`src/sv/ptb_pkg.sv`:
```
package ptb_pkg;

    localparam int NUM_TIMERS_DEF = 8;
    localparam int MAX_RESULTS    = 8;
    localparam int EV_CNT_W       = $clog2(MAX_RESULTS + 1);
    localparam logic [7:0] COUNT_MAX = 8'd255;

    typedef enum logic [2:0] {
        KIND_TICK       = 3'd0,
        KIND_ALLOC      = 3'd1,
        KIND_SET_PERIOD = 3'd2,
        KIND_TEST_CLEAR = 3'd3,
        KIND_READ_TIME  = 3'd4
    } t_in_kind;

    typedef enum logic [1:0] {
        RES_FIRE  = 2'd0,
        RES_ALLOC = 2'd1,
        RES_FLAG  = 2'd2,
        RES_TIME  = 2'd3
    } t_res_kind;

    typedef enum logic [2:0] {
        S_IDLE,
        S_TICK_WALK,
        S_TICK_END,
        S_ALLOC,
        S_SET,
        S_TC_READ,
        S_TC_DONE,
        S_TIME
    } t_state;

    typedef struct packed {
        logic [15:0] period;
        logic [15:0] count_down;
        logic [7:0]  expiry;
    } t_entry;

    typedef struct packed {
        logic load;
        logic walk_en;
        logic tick_end;
        logic alloc_step;
        logic set_write;
        logic tc_read;
        logic tc_done;
        logic time_push;
    } t_dp_cmd;

    typedef struct packed {
        logic out_free;
        logic walk_done;
        logic pend_vld;
        logic scan_free;
        logic scan_zero;
    } t_dp_status;

endpackage

```
`src/sv/ptb_ram.sv`:
```
module ptb_ram #(
    parameter int WIDTH = 40,
    parameter int DEPTH = 8
) (
    input  logic                                   i_clk,
    input  logic                                   i_we,
    input  logic [(DEPTH > 1 ? $clog2(DEPTH) : 1)-1:0] i_waddr,
    input  logic [WIDTH-1:0]                       i_wdata,
    input  logic                                   i_re,
    input  logic [(DEPTH > 1 ? $clog2(DEPTH) : 1)-1:0] i_raddr,
    output logic [WIDTH-1:0]                       o_rdata
);

    logic [WIDTH-1:0] r_mem [DEPTH];
    logic [WIDTH-1:0] r_rdata;

    always_ff @(posedge i_clk) begin
        if (i_we) begin
            r_mem[i_waddr] <= i_wdata;
        end
        if (i_re) begin
            r_rdata <= r_mem[i_raddr];
        end
    end

    assign o_rdata = r_rdata;

endmodule

```
`src/sv/ptb_ctrl.sv`:
```
module ptb_ctrl (
    input  logic               i_clk,
    input  logic               i_rst_n,
    input  logic               i_valid,
    input  logic [2:0]         i_kind,
    output logic               o_ready,
    input  ptb_pkg::t_dp_status i_status,
    output ptb_pkg::t_dp_cmd    o_cmd
);

    ptb_pkg::t_state r_state;
    ptb_pkg::t_state n_state;

    always_ff @(posedge i_clk) begin
        if (!i_rst_n) begin
            r_state <= ptb_pkg::S_IDLE;
        end else begin
            r_state <= n_state;
        end
    end

    always_comb begin
        n_state = r_state;
        o_cmd   = '0;
        o_ready = 1'b0;
        case (r_state)
            ptb_pkg::S_IDLE: begin
                o_ready = 1'b1;
                if (i_valid) begin
                    o_cmd.load = 1'b1;
                    case (ptb_pkg::t_in_kind'(i_kind))
                        ptb_pkg::KIND_TICK:       n_state = ptb_pkg::S_TICK_WALK;
                        ptb_pkg::KIND_ALLOC:      n_state = ptb_pkg::S_ALLOC;
                        ptb_pkg::KIND_SET_PERIOD: n_state = ptb_pkg::S_SET;
                        ptb_pkg::KIND_TEST_CLEAR: n_state = ptb_pkg::S_TC_READ;
                        ptb_pkg::KIND_READ_TIME:  n_state = ptb_pkg::S_TIME;
                        default:                  n_state = ptb_pkg::S_IDLE;
                    endcase
                end
            end
            ptb_pkg::S_TICK_WALK: begin
                o_cmd.walk_en = 1'b1;
                if (i_status.walk_done) begin
                    n_state = ptb_pkg::S_TICK_END;
                end
            end
            ptb_pkg::S_TICK_END: begin
                if (!i_status.pend_vld || i_status.out_free) begin
                    o_cmd.tick_end = 1'b1;
                    n_state        = ptb_pkg::S_IDLE;
                end
            end
            ptb_pkg::S_ALLOC: begin
                if (i_status.scan_free || i_status.scan_zero) begin
                    if (i_status.out_free) begin
                        o_cmd.alloc_step = 1'b1;
                        n_state          = ptb_pkg::S_IDLE;
                    end
                end else begin
                    o_cmd.alloc_step = 1'b1;
                end
            end
            ptb_pkg::S_SET: begin
                o_cmd.set_write = 1'b1;
                n_state         = ptb_pkg::S_IDLE;
            end
            ptb_pkg::S_TC_READ: begin
                o_cmd.tc_read = 1'b1;
                n_state       = ptb_pkg::S_TC_DONE;
            end
            ptb_pkg::S_TC_DONE: begin
                if (i_status.out_free) begin
                    o_cmd.tc_done = 1'b1;
                    n_state       = ptb_pkg::S_IDLE;
                end
            end
            ptb_pkg::S_TIME: begin
                if (i_status.out_free) begin
                    o_cmd.time_push = 1'b1;
                    n_state         = ptb_pkg::S_IDLE;
                end
            end
            default: begin
                n_state = ptb_pkg::S_IDLE;
            end
        endcase
    end

endmodule

```
`src/sv/ptb_datapath.sv`:
```
module ptb_datapath #(
    parameter int NUM_TIMERS = ptb_pkg::NUM_TIMERS_DEF
) (
    input  logic                i_clk,
    input  logic                i_rst_n,
    input  ptb_pkg::t_dp_cmd     i_cmd,
    output ptb_pkg::t_dp_status  o_status,
    input  logic [2:0]          i_timer_index,
    input  logic [15:0]         i_period_ticks,
    input  logic                i_poll_mode,
    input  logic                i_out_ready,
    output logic                o_out_valid,
    output logic [1:0]          o_result_kind,
    output logic [2:0]          o_slot,
    output logic [31:0]         o_value,
    output logic                o_full_res,
    output logic                o_last
);

    localparam int IDXW  = (NUM_TIMERS > 1) ? $clog2(NUM_TIMERS) : 1;
    localparam int CNTW  = $clog2(NUM_TIMERS + 1);
    localparam int EXTW  = IDXW + 3;
    localparam int EVW   = ptb_pkg::EV_CNT_W;
    localparam int WORDW = $bits(ptb_pkg::t_entry);

    logic [2:0]             r_tidx,    n_tidx;
    logic [15:0]            r_period,  n_period;
    logic                   r_poll,    n_poll;
    logic [CNTW-1:0]        r_rd_idx,  n_rd_idx;
    logic                   r_st_vld,  n_st_vld;
    logic [IDXW-1:0]        r_st_idx,  n_st_idx;
    logic                   r_st_ok,   n_st_ok;
    logic                   r_pend_vld, n_pend_vld;
    logic [IDXW-1:0]        r_pend_idx, n_pend_idx;
    logic [EVW-1:0]         r_ev_cnt,  n_ev_cnt;
    logic [IDXW-1:0]        r_sc_idx,  n_sc_idx;
    logic [NUM_TIMERS-1:0]  r_in_use,  n_in_use;
    logic [NUM_TIMERS-1:0]  r_polled,  n_polled;
    logic [NUM_TIMERS-1:0]  r_valid,   n_valid;
    logic [31:0]            r_time,    n_time;
    logic                   r_out_vld, n_out_vld;
    ptb_pkg::t_res_kind      r_out_kind, n_out_kind;
    logic [2:0]             r_out_slot, n_out_slot;
    logic [31:0]            r_out_value, n_out_value;
    logic                   r_out_full, n_out_full;
    logic                   r_out_last, n_out_last;

    logic                   ram_we;
    logic [IDXW-1:0]        ram_waddr;
    logic [WORDW-1:0]       ram_wdata;
    logic                   ram_re;
    logic [IDXW-1:0]        ram_raddr;
    logic [WORDW-1:0]       ram_rdata;

    ptb_pkg::t_entry         ent;
    ptb_pkg::t_entry         upd;
    ptb_pkg::t_entry         fresh;
    logic                   out_free;
    logic                   rd_more;
    logic                   fire;
    logic                   emit;
    logic                   stall;
    logic                   advance;
    logic                   tidx_ok;
    logic [EXTW-1:0]        tidx_ext;
    logic [IDXW-1:0]        tidx_addr;
    logic [EXTW-1:0]        pend_ext;
    logic [EXTW-1:0]        sc_ext;

    ptb_ram #(
        .WIDTH (WORDW),
        .DEPTH (NUM_TIMERS)
    ) u_ram (
        .i_clk   (i_clk),
        .i_we    (ram_we),
        .i_waddr (ram_waddr),
        .i_wdata (ram_wdata),
        .i_re    (ram_re),
        .i_raddr (ram_raddr),
        .o_rdata (ram_rdata)
    );

    assign ent       = r_st_ok ? ptb_pkg::t_entry'(ram_rdata) : '0;
    assign out_free  = !r_out_vld || i_out_ready;
    assign rd_more   = r_rd_idx != CNTW'(NUM_TIMERS);
    assign tidx_ok   = int'(r_tidx) < NUM_TIMERS;
    assign tidx_ext  = EXTW'(r_tidx);
    assign tidx_addr = tidx_ext[IDXW-1:0];
    assign pend_ext  = EXTW'(r_pend_idx);
    assign sc_ext    = EXTW'(r_sc_idx);

    assign fresh.period     = r_period;
    assign fresh.count_down = r_period;
    assign fresh.expiry     = '0;

    always_comb begin
        upd = ent;
        if (ent.count_down == '0) begin
            upd.count_down = ent.period;
            if (ent.expiry != ptb_pkg::COUNT_MAX) begin
                upd.expiry = ent.expiry + 8'd1;
            end
        end else begin
            upd.count_down = ent.count_down - 16'd1;
        end
    end

    assign fire    = r_st_vld && (ent.count_down == '0) && r_in_use[r_st_idx]
                     && !r_polled[r_st_idx];
    assign emit    = fire && (r_ev_cnt != EVW'(ptb_pkg::MAX_RESULTS));
    assign stall   = emit && r_pend_vld && !out_free;
    assign advance = i_cmd.walk_en && !stall;

    assign o_status.out_free  = out_free;
    assign o_status.walk_done = !r_st_vld && !rd_more;
    assign o_status.pend_vld  = r_pend_vld;
    assign o_status.scan_free = !r_in_use[r_sc_idx];
    assign o_status.scan_zero = r_sc_idx == '0;

    always_comb begin
        n_tidx      = r_tidx;
        n_period    = r_period;
        n_poll      = r_poll;
        n_rd_idx    = r_rd_idx;
        n_st_vld    = r_st_vld;
        n_st_idx    = r_st_idx;
        n_st_ok     = r_st_ok;
        n_pend_vld  = r_pend_vld;
        n_pend_idx  = r_pend_idx;
        n_ev_cnt    = r_ev_cnt;
        n_sc_idx    = r_sc_idx;
        n_in_use    = r_in_use;
        n_polled    = r_polled;
        n_valid     = r_valid;
        n_time      = r_time;
        n_out_vld   = r_out_vld;
        n_out_kind  = r_out_kind;
        n_out_slot  = r_out_slot;
        n_out_value = r_out_value;
        n_out_full  = r_out_full;
        n_out_last  = r_out_last;
        ram_we      = 1'b0;
        ram_waddr   = r_st_idx;
        ram_wdata   = upd;
        ram_re      = 1'b0;
        ram_raddr   = r_rd_idx[IDXW-1:0];

        if (r_out_vld && i_out_ready) begin
            n_out_vld = 1'b0;
        end

        if (i_cmd.load) begin
            n_tidx     = i_timer_index;
            n_period   = i_period_ticks;
            n_poll     = i_poll_mode;
            n_rd_idx   = '0;
            n_st_vld   = 1'b0;
            n_pend_vld = 1'b0;
            n_ev_cnt   = '0;
            n_sc_idx   = IDXW'(NUM_TIMERS - 1);
        end

        if (advance) begin
            if (r_st_vld) begin
                ram_we             = 1'b1;
                ram_waddr          = r_st_idx;
                ram_wdata          = upd;
                n_valid[r_st_idx]  = 1'b1;
                if (emit) begin
                    if (r_pend_vld) begin
                        n_out_vld   = 1'b1;
                        n_out_kind  = ptb_pkg::RES_FIRE;
                        n_out_slot  = pend_ext[2:0];
                        n_out_value = '0;
                        n_out_full  = 1'b0;
                        n_out_last  = 1'b0;
                    end
                    n_pend_vld = 1'b1;
                    n_pend_idx = r_st_idx;
                    n_ev_cnt   = r_ev_cnt + EVW'(1);
                end
            end
            if (rd_more) begin
                ram_re    = 1'b1;
                ram_raddr = r_rd_idx[IDXW-1:0];
                n_st_vld  = 1'b1;
                n_st_idx  = r_rd_idx[IDXW-1:0];
                n_st_ok   = r_valid[r_rd_idx[IDXW-1:0]];
                n_rd_idx  = r_rd_idx + CNTW'(1);
            end else begin
                n_st_vld = 1'b0;
            end
        end

        if (i_cmd.tick_end) begin
            if (r_pend_vld) begin
                n_out_vld   = 1'b1;
                n_out_kind  = ptb_pkg::RES_FIRE;
                n_out_slot  = pend_ext[2:0];
                n_out_value = '0;
                n_out_full  = 1'b0;
                n_out_last  = 1'b1;
            end
            n_pend_vld = 1'b0;
            n_time     = r_time + 32'd1;
        end

        if (i_cmd.alloc_step) begin
            if (!r_in_use[r_sc_idx]) begin
                ram_we             = 1'b1;
                ram_waddr          = r_sc_idx;
                ram_wdata          = fresh;
                n_valid[r_sc_idx]  = 1'b1;
                n_in_use[r_sc_idx] = 1'b1;
                n_polled[r_sc_idx] = r_poll;
                n_out_vld          = 1'b1;
                n_out_kind         = ptb_pkg::RES_ALLOC;
                n_out_slot         = sc_ext[2:0];
                n_out_value        = '0;
                n_out_full         = 1'b0;
                n_out_last         = 1'b1;
            end else if (r_sc_idx == '0) begin
                n_out_vld   = 1'b1;
                n_out_kind  = ptb_pkg::RES_ALLOC;
                n_out_slot  = '0;
                n_out_value = '0;
                n_out_full  = 1'b1;
                n_out_last  = 1'b1;
            end else begin
                n_sc_idx = r_sc_idx - IDXW'(1);
            end
        end

        if (i_cmd.set_write && tidx_ok) begin
            ram_we             = 1'b1;
            ram_waddr          = tidx_addr;
            ram_wdata          = fresh;
            n_valid[tidx_addr] = 1'b1;
        end

        if (i_cmd.tc_read) begin
            ram_re    = 1'b1;
            ram_raddr = tidx_addr;
            n_st_ok   = tidx_ok ? r_valid[tidx_addr] : 1'b0;
        end

        if (i_cmd.tc_done) begin
            if (tidx_ok) begin
                ram_we             = 1'b1;
                ram_waddr          = tidx_addr;
                ram_wdata          = {ent.period, ent.count_down, 8'd0};
                n_valid[tidx_addr] = 1'b1;
            end
            n_out_vld   = 1'b1;
            n_out_kind  = ptb_pkg::RES_FLAG;
            n_out_slot  = r_tidx;
            n_out_value = 32'(ent.expiry);
            n_out_full  = 1'b0;
            n_out_last  = 1'b1;
        end

        if (i_cmd.time_push) begin
            n_out_vld   = 1'b1;
            n_out_kind  = ptb_pkg::RES_TIME;
            n_out_slot  = '0;
            n_out_value = r_time;
            n_out_full  = 1'b0;
            n_out_last  = 1'b1;
        end
    end

    always_ff @(posedge i_clk) begin
        if (!i_rst_n) begin
            r_rd_idx   <= '0;
            r_st_vld   <= 1'b0;
            r_st_ok    <= 1'b0;
            r_pend_vld <= 1'b0;
            r_ev_cnt   <= '0;
            r_sc_idx   <= '0;
            r_in_use   <= '0;
            r_polled   <= '0;
            r_valid    <= '0;
            r_time     <= '0;
            r_out_vld  <= 1'b0;
        end else begin
            r_rd_idx   <= n_rd_idx;
            r_st_vld   <= n_st_vld;
            r_st_ok    <= n_st_ok;
            r_pend_vld <= n_pend_vld;
            r_ev_cnt   <= n_ev_cnt;
            r_sc_idx   <= n_sc_idx;
            r_in_use   <= n_in_use;
            r_polled   <= n_polled;
            r_valid    <= n_valid;
            r_time     <= n_time;
            r_out_vld  <= n_out_vld;
        end
    end

    always_ff @(posedge i_clk) begin
        r_tidx      <= n_tidx;
        r_period    <= n_period;
        r_poll      <= n_poll;
        r_st_idx    <= n_st_idx;
        r_pend_idx  <= n_pend_idx;
        r_out_kind  <= n_out_kind;
        r_out_slot  <= n_out_slot;
        r_out_value <= n_out_value;
        r_out_full  <= n_out_full;
        r_out_last  <= n_out_last;
    end

    assign o_out_valid   = r_out_vld;
    assign o_result_kind = r_out_kind;
    assign o_slot        = r_out_slot;
    assign o_value       = r_out_value;
    assign o_full_res    = r_out_full;
    assign o_last        = r_out_last;

endmodule

```
`src/sv/periodic_timer_bank_top.sv`:
```
// Bank of periodic timers with a wrapping 32-bit tick counter.
// Commands arrive on the s_axis channel, one per transfer; tuser carries the
// command kind (tick, allocate, set period, test and clear, read time) and
// tdata the timer index, the period and the polling flag.
// Results leave on the m_axis channel; tuser carries the result kind and
// tlast marks the final result that a command produces.
// A tick walks every timer through the entry memory, one timer per cycle unless
// a fire result waits on a full output register, with the read of the next entry
// overlapped with the write-back of the current one. Allocation scans the in-use
// flags from the top slot down, one slot per cycle. Test and clear reads the
// entry first and then writes it back with its expiry count cleared. The next
// command is taken once the current one has finished.
// Results sit in a single output register, so a new command can be accepted
// while the last result still waits; when the receiver stalls, the walk or
// the command holds until that register drains, and no result is dropped.
// Reset clears all timers, flags and the tick counter at once; the entry
// memory is masked by per-entry valid bits, so no clearing pass is needed.
module periodic_timer_bank_top #(
    parameter int NUM_TIMERS = ptb_pkg::NUM_TIMERS_DEF
) (
    input  logic        i_clk,
    input  logic        i_rst_n,
    input  logic        s_axis_tvalid,
    output logic        s_axis_tready,
    input  logic [23:0] s_axis_tdata,  // timer_index, period_ticks, poll_mode, zero fill
    input  logic [2:0]  s_axis_tuser,  // kind
    output logic        m_axis_tvalid,
    input  logic        m_axis_tready,
    output logic [39:0] m_axis_tdata,  // slot, value, full_res, zero fill
    output logic [1:0]  m_axis_tuser,  // result_kind
    output logic        m_axis_tlast
);

    ptb_pkg::t_dp_cmd    cmd;
    ptb_pkg::t_dp_status status;
    logic [2:0]         slot;
    logic [31:0]        value;
    logic               full_res;

    ptb_ctrl u_ctrl (
        .i_clk    (i_clk),
        .i_rst_n  (i_rst_n),
        .i_valid  (s_axis_tvalid),
        .i_kind   (s_axis_tuser),
        .o_ready  (s_axis_tready),
        .i_status (status),
        .o_cmd    (cmd)
    );

    ptb_datapath #(
        .NUM_TIMERS (NUM_TIMERS)
    ) u_datapath (
        .i_clk          (i_clk),
        .i_rst_n        (i_rst_n),
        .i_cmd          (cmd),
        .o_status       (status),
        .i_timer_index  (s_axis_tdata[2:0]),
        .i_period_ticks (s_axis_tdata[18:3]),
        .i_poll_mode    (s_axis_tdata[19]),
        .i_out_ready    (m_axis_tready),
        .o_out_valid    (m_axis_tvalid),
        .o_result_kind  (m_axis_tuser),
        .o_slot         (slot),
        .o_value        (value),
        .o_full_res     (full_res),
        .o_last         (m_axis_tlast)
    );

    assign m_axis_tdata = {4'd0, full_res, value, slot};

endmodule

```
`config.mk`:
```
export PLATFORM = sky130hd
export DESIGN_NAME = periodic_timer_bank_top
export DESIGN_NICKNAME = d
export VERILOG_FILES = /design/src/sv/ptb_pkg.sv /design/src/sv/ptb_ram.sv /design/src/sv/ptb_ctrl.sv /design/src/sv/ptb_datapath.sv /design/src/sv/periodic_timer_bank_top.sv
export SDC_FILE = /design/constraint.sdc
export NUM_CORES = 1
export LEC_CHECK = 0
export BUFFER_PORTS_ARGS = -buffer_cell sky130_fd_sc_hd__buf_2
export CORE_MARGIN = 3
export CORE_UTILIZATION = 60
export CTS_BUF_LIST = sky130_fd_sc_hd__clkbuf_8
export CTS_CLUSTER_SIZE = 25
export DETAILED_ROUTE_END_ITERATION = 6
export GPL_TIMING_DRIVEN = 0
export HOLD_SLACK_MARGIN = 0.06
export PLACE_DENSITY = 0.78
export SLEW_MARGIN = 20
export SYNTH_ARGS = -nofsm -noshare
export SYNTH_HDL_FRONTEND = slang
export SYNTH_SLANG_ARGS = --single-unit
```
`constraint.sdc`:
```
create_clock -name i_clk -period 12.05 [get_ports i_clk]
set_input_delay 0 -clock i_clk [delete_from_list [all_inputs] [get_ports i_clk]]
set_output_delay 0 -clock i_clk [all_outputs]
set_load 0.01 [all_outputs]
```
# --- Yosys cells after proc, flatten, opt, wreduce, memory -nomap -nowiden ---
# Memory sizes are Yosys's and may differ from the RTL's. A register that Yosys moved wholly into a read port is not among the register bits.
# Cells that the tools add are included.
word_totals:
  regBits: 139
  ram_bits: 320
  inputBits: 31
  elab_cells: 248
  memories: 1
classes:
  add_sub_neg: 6
  order_cmp: 7
  n_eq_ne: 18
  n_mux: 148
  bitwise: 7
  reduce_logical: 38
mem_list:
  columns: ["name", "words", "word_bits", "rd", "rd_ports_with_merged_regs", "write_ports", "line_no", "text"]
  rows:
  - ["u_datapath.u_ram.r_mem", 8, 40, 1, 1, 1, "ptb_ram.sv:14", "logic [WIDTH-1:0] r_mem [DEPTH];"]
op_table:
  columns: ["cell", "n"]
  rows:
  - ["$mux W32", 11]
  - ["$mux W40", 5]
  - ["$mux W1", 72]
  - ["$mux W3", 24]
  - ["$mux W8", 8]
  - ["$or A8 B8 Y8", 5]
  - ["$add A32 B1 Y32 const B", 1]
  - ["$mux W4", 7]
  - ["$pmux W3 S7", 1]
  - ["$mux W2", 9]
  - ["$logic_not A16 Y1", 1]
  - ["$lt A3 B4 Y1 const B", 4]
  - ["$mux W16", 1]
  - ["$sub A16 B1 Y16 const B", 1]
  - ["$bmux W1 S3", 5]
  - ["$eq A3 B3 Y1 const B", 5]
  - ["$pmux W3 S5", 1]
  - ["$eq A3 B2 Y1 const B", 4]
  - ["$logic_and A1 B1 Y1", 12]
  - ["$demux W1 S3", 3]
  - ["$ge A3 B1 Y1 const B", 3]
  - ["$logic_not A3 Y1", 3]
  - ["$add A4 B1 Y4 const B", 2]
  - ["$add A8 B1 Y8 const B", 1]
  - ["other kinds (15)", 35]

# --- Longest topological paths before layout ---
logic_depth:
  word_depth: 18
  ltp_mapped: 12

# --- Modules after synthesis ---
# From an unflattened synthesis, not the netlist that was laid out.
hier_totals:
  cells_unflattened: 1414
  hier_area_um2: 21294.2
by_module_without_submodules:
  columns: ["module", "instances", "cells_each", "area_per_inst_um2", "seq_area_each_um2"]
  rows:
  - ["ptb_ram", 1, 515, 13571.8, 10810.4]
  - ["ptb_datapath", 1, 844, 7324.5, 2982.9]
  - ["ptb_ctrl", 1, 49, 356.6, 60.1]
  - ["periodic_timer_bank_top", 1, 6, 41.3, 0.0]

# --- Worst setup path after synthesis ---
# No wires, ideal clock.
synth_path:
  path_kind: "flip-flop to flip-flop"
  from: "register u_datapath.r_st_ok"
  to: "memory u_datapath.u_ram.r_mem[0][0] (enable)"
  arrival_time_ns: 8.367
  required_ns: 11.396
  slack_ns: 3.029
  stages_incl_launch_ff: 11
  period_less_slack_ns: 9.021
  cell_sequence: "dfxtp_1 > clkbuf_1 > clkbuf_1 > buf_1 > nand2_1 > ha_1 > nand2_1 > o21ai_4 > a41oi_4 > nand2_1 > a2111oi_0"
synth_between:
  elab_chain_len: 17
synth_lines:
  columns: ["element", "line_no", "text"]
  rows:
  - ["start, declared", "ptb_datapath.sv:32", "logic r_st_ok, n_st_ok;"]
  - ["start signal, assigned", "ptb_datapath.sv:288", "r_st_ok <= n_st_ok;"]
  - ["$mux W40 (*)", "ptb_datapath.sv:83", "assign ent = r_st_ok ? ptb_pkg::t_entry'(ram_rdata) : '0;"]
  - ["$logic_not A16 Y1 (*)", "ptb_datapath.sv:108", "assign fire = r_st_vld && (ent.count_down == '0) && r_in_use[r_st_idx]"]
  - ["$logic_and A1 B1 Y1 (*) (2 in series)", "ptb_datapath.sv:108", null]
  - ["$logic_and A1 B1 Y1 (*)", "ptb_datapath.sv:109", "&& !r_polled[r_st_idx];"]
  - ["$logic_and A1 B1 Y1 (*)", "ptb_datapath.sv:110", "assign emit = fire && (r_ev_cnt != EVW'(ptb_pkg::MAX_RESULTS));"]
  - ["$logic_and A1 B1 Y1 (*) (2 in series)", "ptb_datapath.sv:111", "assign stall = emit && r_pend_vld && !out_free;"]
  - ["$logic_not A1 Y1 (*)", "ptb_datapath.sv:112", "assign advance = i_cmd.walk_en && !stall;"]
  - ["$logic_and A1 B1 Y1 (*)", "ptb_datapath.sv:112", null]
  - ["$mux W1 (*)", "ptb_datapath.sv:163", "if (advance) begin"]
  - ["$mux W1", "ptb_datapath.sv:209", "if (!r_in_use[r_sc_idx]) begin"]
  - ["$mux W1 (*)", "ptb_datapath.sv:208", "if (i_cmd.alloc_step) begin"]
  - ["$mux W1 (*)", "ptb_datapath.sv:234", "if (i_cmd.set_write && tidx_ok) begin"]
  - ["$mux W1 (*)", "ptb_datapath.sv:247", "if (i_cmd.tc_done) begin"]
  - ["$mux W1 (*)", "ptb_ram.sv:18", "if (i_we) begin"]
  - ["$mux W1 (implied by the code) (*)", "ptb_ram.sv:19", "r_mem[i_waddr] <= i_wdata;"]
  - ["end, declared", "ptb_ram.sv:14", null]
# Mark *: on every way between the ends. The rest lies on a longest branch, timed or not.

# --- Final worst setup path ---
# Ends and elaborated chain as after synthesis.

==> flow_metrics.tcl <==
set metrics [dict create \
    synth-seq-cells 499 \
    synth.distinct_cells 76 \
    netlist_instances 1357 \
    worstPathRequired_ns 12.35 \
    worst_pin_slew_ns 1.10 \
    finalCriticalPeriod_ns 4.98 \
    final_cell_mix "edfxtp_1 (386), dfxtp_1 (113), nor2_1 (105)" \
    cp-end-kind "flip-flop" \
    syn-cell-area_um2 20600 \
    post_cts_buffers 0 \
    dp_hpwl_um 32600 \
    io_buffers 66 \
    layout-drive-gt1-share_pct 24.1 \
    die_y_um 191 \
    io_pins 76 \
    yosysTopAreaCell "edfxtp_1" \
    cts-resized-gates 0 \
    maxCapViolations 0 \
    hold_violations 0 \
    pwr-share-clk_pct 34.2 \
    async_flop_share_pct 0 \
    finalNonFillerCells 2082 \
    fp.dieW_um 191 \
    arrival_ns 5.29 \
    coreArea_um2 33700 \
    p_total_mw 4.12 \
    layout_commonest_cell "edfxtp_1" \
    diodes 0 \
    grt_pass1_vias 13213 \
    avgSynthCellArea_um2 15.2 \
    cp_common_cell "buf_2" \
    drt_iter0_markers 1391 \
    h-tree-depth 3 \
    route.detailed.drc 0 \
    grt_max_degree 27 \
    synth_area_leaders "edfxtp_1 (56%), dfxtp_1 (11%), mux4_2 (9.3%)" \
    clock_latency_ns 0.62 \
    ant_nets 0 \
    finalMaxSlewViolations 0 \
    dp_cells 1915 \
    grt_pass1_wl_um 76300 \
    cts_tree "done" \
    max-clock-path-buffers 3 \
    antenna_found_initial 0 \
    intPower_mw 3.03 \
    ys_seq_area_share_pct 67.2 \
    hp-class "input port to flip-flop" \
    power.leakage_nw 8.43 \
    stdcell_area_um2 23900 \
    vias 13143 \
    crit_buf_inv 7 \
    synth_edf_count 386 \
    synth_warnings 0 \
    worstSetupPathType "flip-flop to flip-flop" \
    n_fill_cell 2237 \
    hp-start "s_axis_tdata[6]" \
    r2r-start "u_datapath.r_st_ok" \
    cts.sinks 499 \
    ir_drop_v 0.000146 \
    status "complete, no violations" \
    maxSlewHeadroom_pct 26.5 \
    syn_to_final_growth_pct 15.8 \
    seqPwrFrac_pct 50.9 \
    dieArea_um2 36600 \
    crit_path_cell_trace "clkbuf_1, clkbuf_1, buf_1, nand2_1, ha_1, nand2_1, o21ai_4, a41oi_4, nand2_1, a2111oi_2, buf_2, buf_2, buf_2, buf_2" \
    p_comb_share_pct 14.9 \
    drt-vias-per-instance 6.31 \
    path_clk_slew_ns 0.06 \
    rows 67 \
    critPathTopFamily "buffers and inverters" \
    critPathSlowestCell "a2111oi_2" \
    grt_remaining_overflow 0 \
    critPathLaunch "u_datapath.r_st_ok" \
    gp_congestion 0.918 \
    grtUsageTotal_pct 27.5 \
    timing.final.crit_share_pct 41.4 \
    start_util_pct 61.2 \
    cts-root-buf "clkbuf_8" \
    place_area_um2 22000 \
    worstSetupStartpointType "flip-flop" \
    wl_um 49000 \
    final_core_util_pct 70.8 \
    numCtsBuffers 78 \
    final_nets 1616 \
    ys.flop_type "edfxtp_1" \
    cpPeakStageDelay_ns 0.71 \
    wl_per_cell_um 23.5 \
    firstDrtPassIters 6 \
    fin_tns_setup_ns 0 \
    crit_fanout 10 \
    fmax_mhz 201 \
    p_sw_share_pct 26.3 \
    pwr_density_cell_nw_per_um2 172 \
    fin_skew_ns 0.0274 \
    setup_violations 0 \
    synth_top_area_share_pct 56.2 \
    p_sw_mw 1.08 \
    rsz0062_at_grt "no" \
]
## synth_stat cells (all sizes together) (3+ instances only)
cell type  count
edfxtp       386
o31ai          3
o21ai         36
a211oi         4
o22ai         10
nor3b          4
nand3         34
xor2          21
a221o          3
mux4          85
o21a          16
a31oi         11
nand3b         7
buf           23
a21oi         50
inv           20
nand4         11
o211ai         4
a21o           6
ha            10
or3           19
a311oi         4
nand4b         5
nor2         114
mux2i         18
nor4b          3
mux2          48
o221ai         5
nor3          23
nand2b        10
and3b          3
a22oi         10
xnor2         14
nand2         80
a22o          36
and3          13
and2           3
clkbuf        50
nor4           7
dfxtp        113
## timing repair
| action | 4_1_cts | 5_1_grt |
|---|---|---|
| endpoints found under the setup margin | 0 | 0 |
| endpoints found under the hold margin | 35 | 0 |
| hold buffers | 28 | 0 |
## flip-flops by register name, summed over array words and instances, names as in the netlist, 2 cells and up
name / cells
u_datapath.r_time: 32
u_datapath.o_result_kind: 2
u_datapath.r_tidx: 3
u_datapath.r_st_idx: 3
u_datapath.r_pend_idx: 3
u_datapath.r_in_use: 8
u_datapath.o_slot: 3
u_datapath.r_sc_idx: 3
u_datapath.u_ram.r_mem: 320
u_datapath.r_valid: 8
u_datapath.r_rd_idx: 4
u_datapath.r_period: 16
u_datapath.o_value: 32
u_datapath.r_ev_cnt: 4
u_datapath.r_polled: 8
u_datapath.u_ram.o_rdata: 40
u_ctrl.r_state: 3
## routing by layer
metal | vias to the layer above | part of all wire (%) | GRT usage (%)
met5 | - | 0 | 0
met4 | 0 | 2.9 | 9.71
met3 | 130 | 9.3 | 6.07
met2 | 765 | 48 | 44.5
met1 | 6487 | 39 | 37.4
li1 | 5761 | - | -
## cell type report
type	count	area (um2)	share of cell area, %
inverter	21	78.8	0.330
timing repair buffer	135	1070	4.50
clock buffer	89	1220	5.13
buffer	73	329	1.38
tap	448	561	2.35
sequential	499	13900	58.1
multi-input combinational	767	6420	26.9
clock inverter	50	319	1.34
## worst paths after layout
check / slack, ns / endpoint / cells after the start
hold / removal: 0.1 / u_datapath.r_period[3] / 2
hold reg to reg: 0.44 / u_datapath.o_slot[1] / 1
setup reg to reg: 7.07 / u_datapath.u_ram.r_mem[0][0] / 14
setup / recovery: 7.07 / u_datapath.u_ram.r_mem[0][0] / 14
## kinds of logic after synthesis
logic type	share of synthesized area (%)
simple gates	8.39
flops	67.2
mux	12.8
other cells	0.0182
compound gates	7.53
fa+ha+maj	0.607
xor+xnor	1.49
buf+inv	1.98
## metrics by stage
stage | hold slack (ns) | worst slack [ns]
6_report | 0.0959 | 7.07
3_3_place_gp | 0.176 | -4.19
2_1_floorplan | 0.0989 | 3.03
3_5_place_dp | 0.178 | 7.19
5_1_grt | 0.0790 | 6.85
4_1_cts | 0.0616 | 7.16
## worst register-to-register path: cells and delay by family, from the launching register on
kind                     cells  cell delay, ns
AND/OR/NAND/NOR              3            0.52
AO/OA/AOI/OAI                3            1.26
adder cells (fa/ha/maj)      1            0.24
buffers and inverters        7            2.33
flip-flops                   1            0.31
## power by group through the flow
stage               Sequential, mW  Clock [mW]  Combinational (mW)
finish                        2.10        1.41               0.611
global route                  2.10        1.51               0.664
floorplan                     2.11           0               0.387
CTS                           2.09        1.43               0.609
global placement              2.14           0               0.546
detailed placement            2.13           0               0.598
Note: power is estimated with default switching activity, not from simulation.
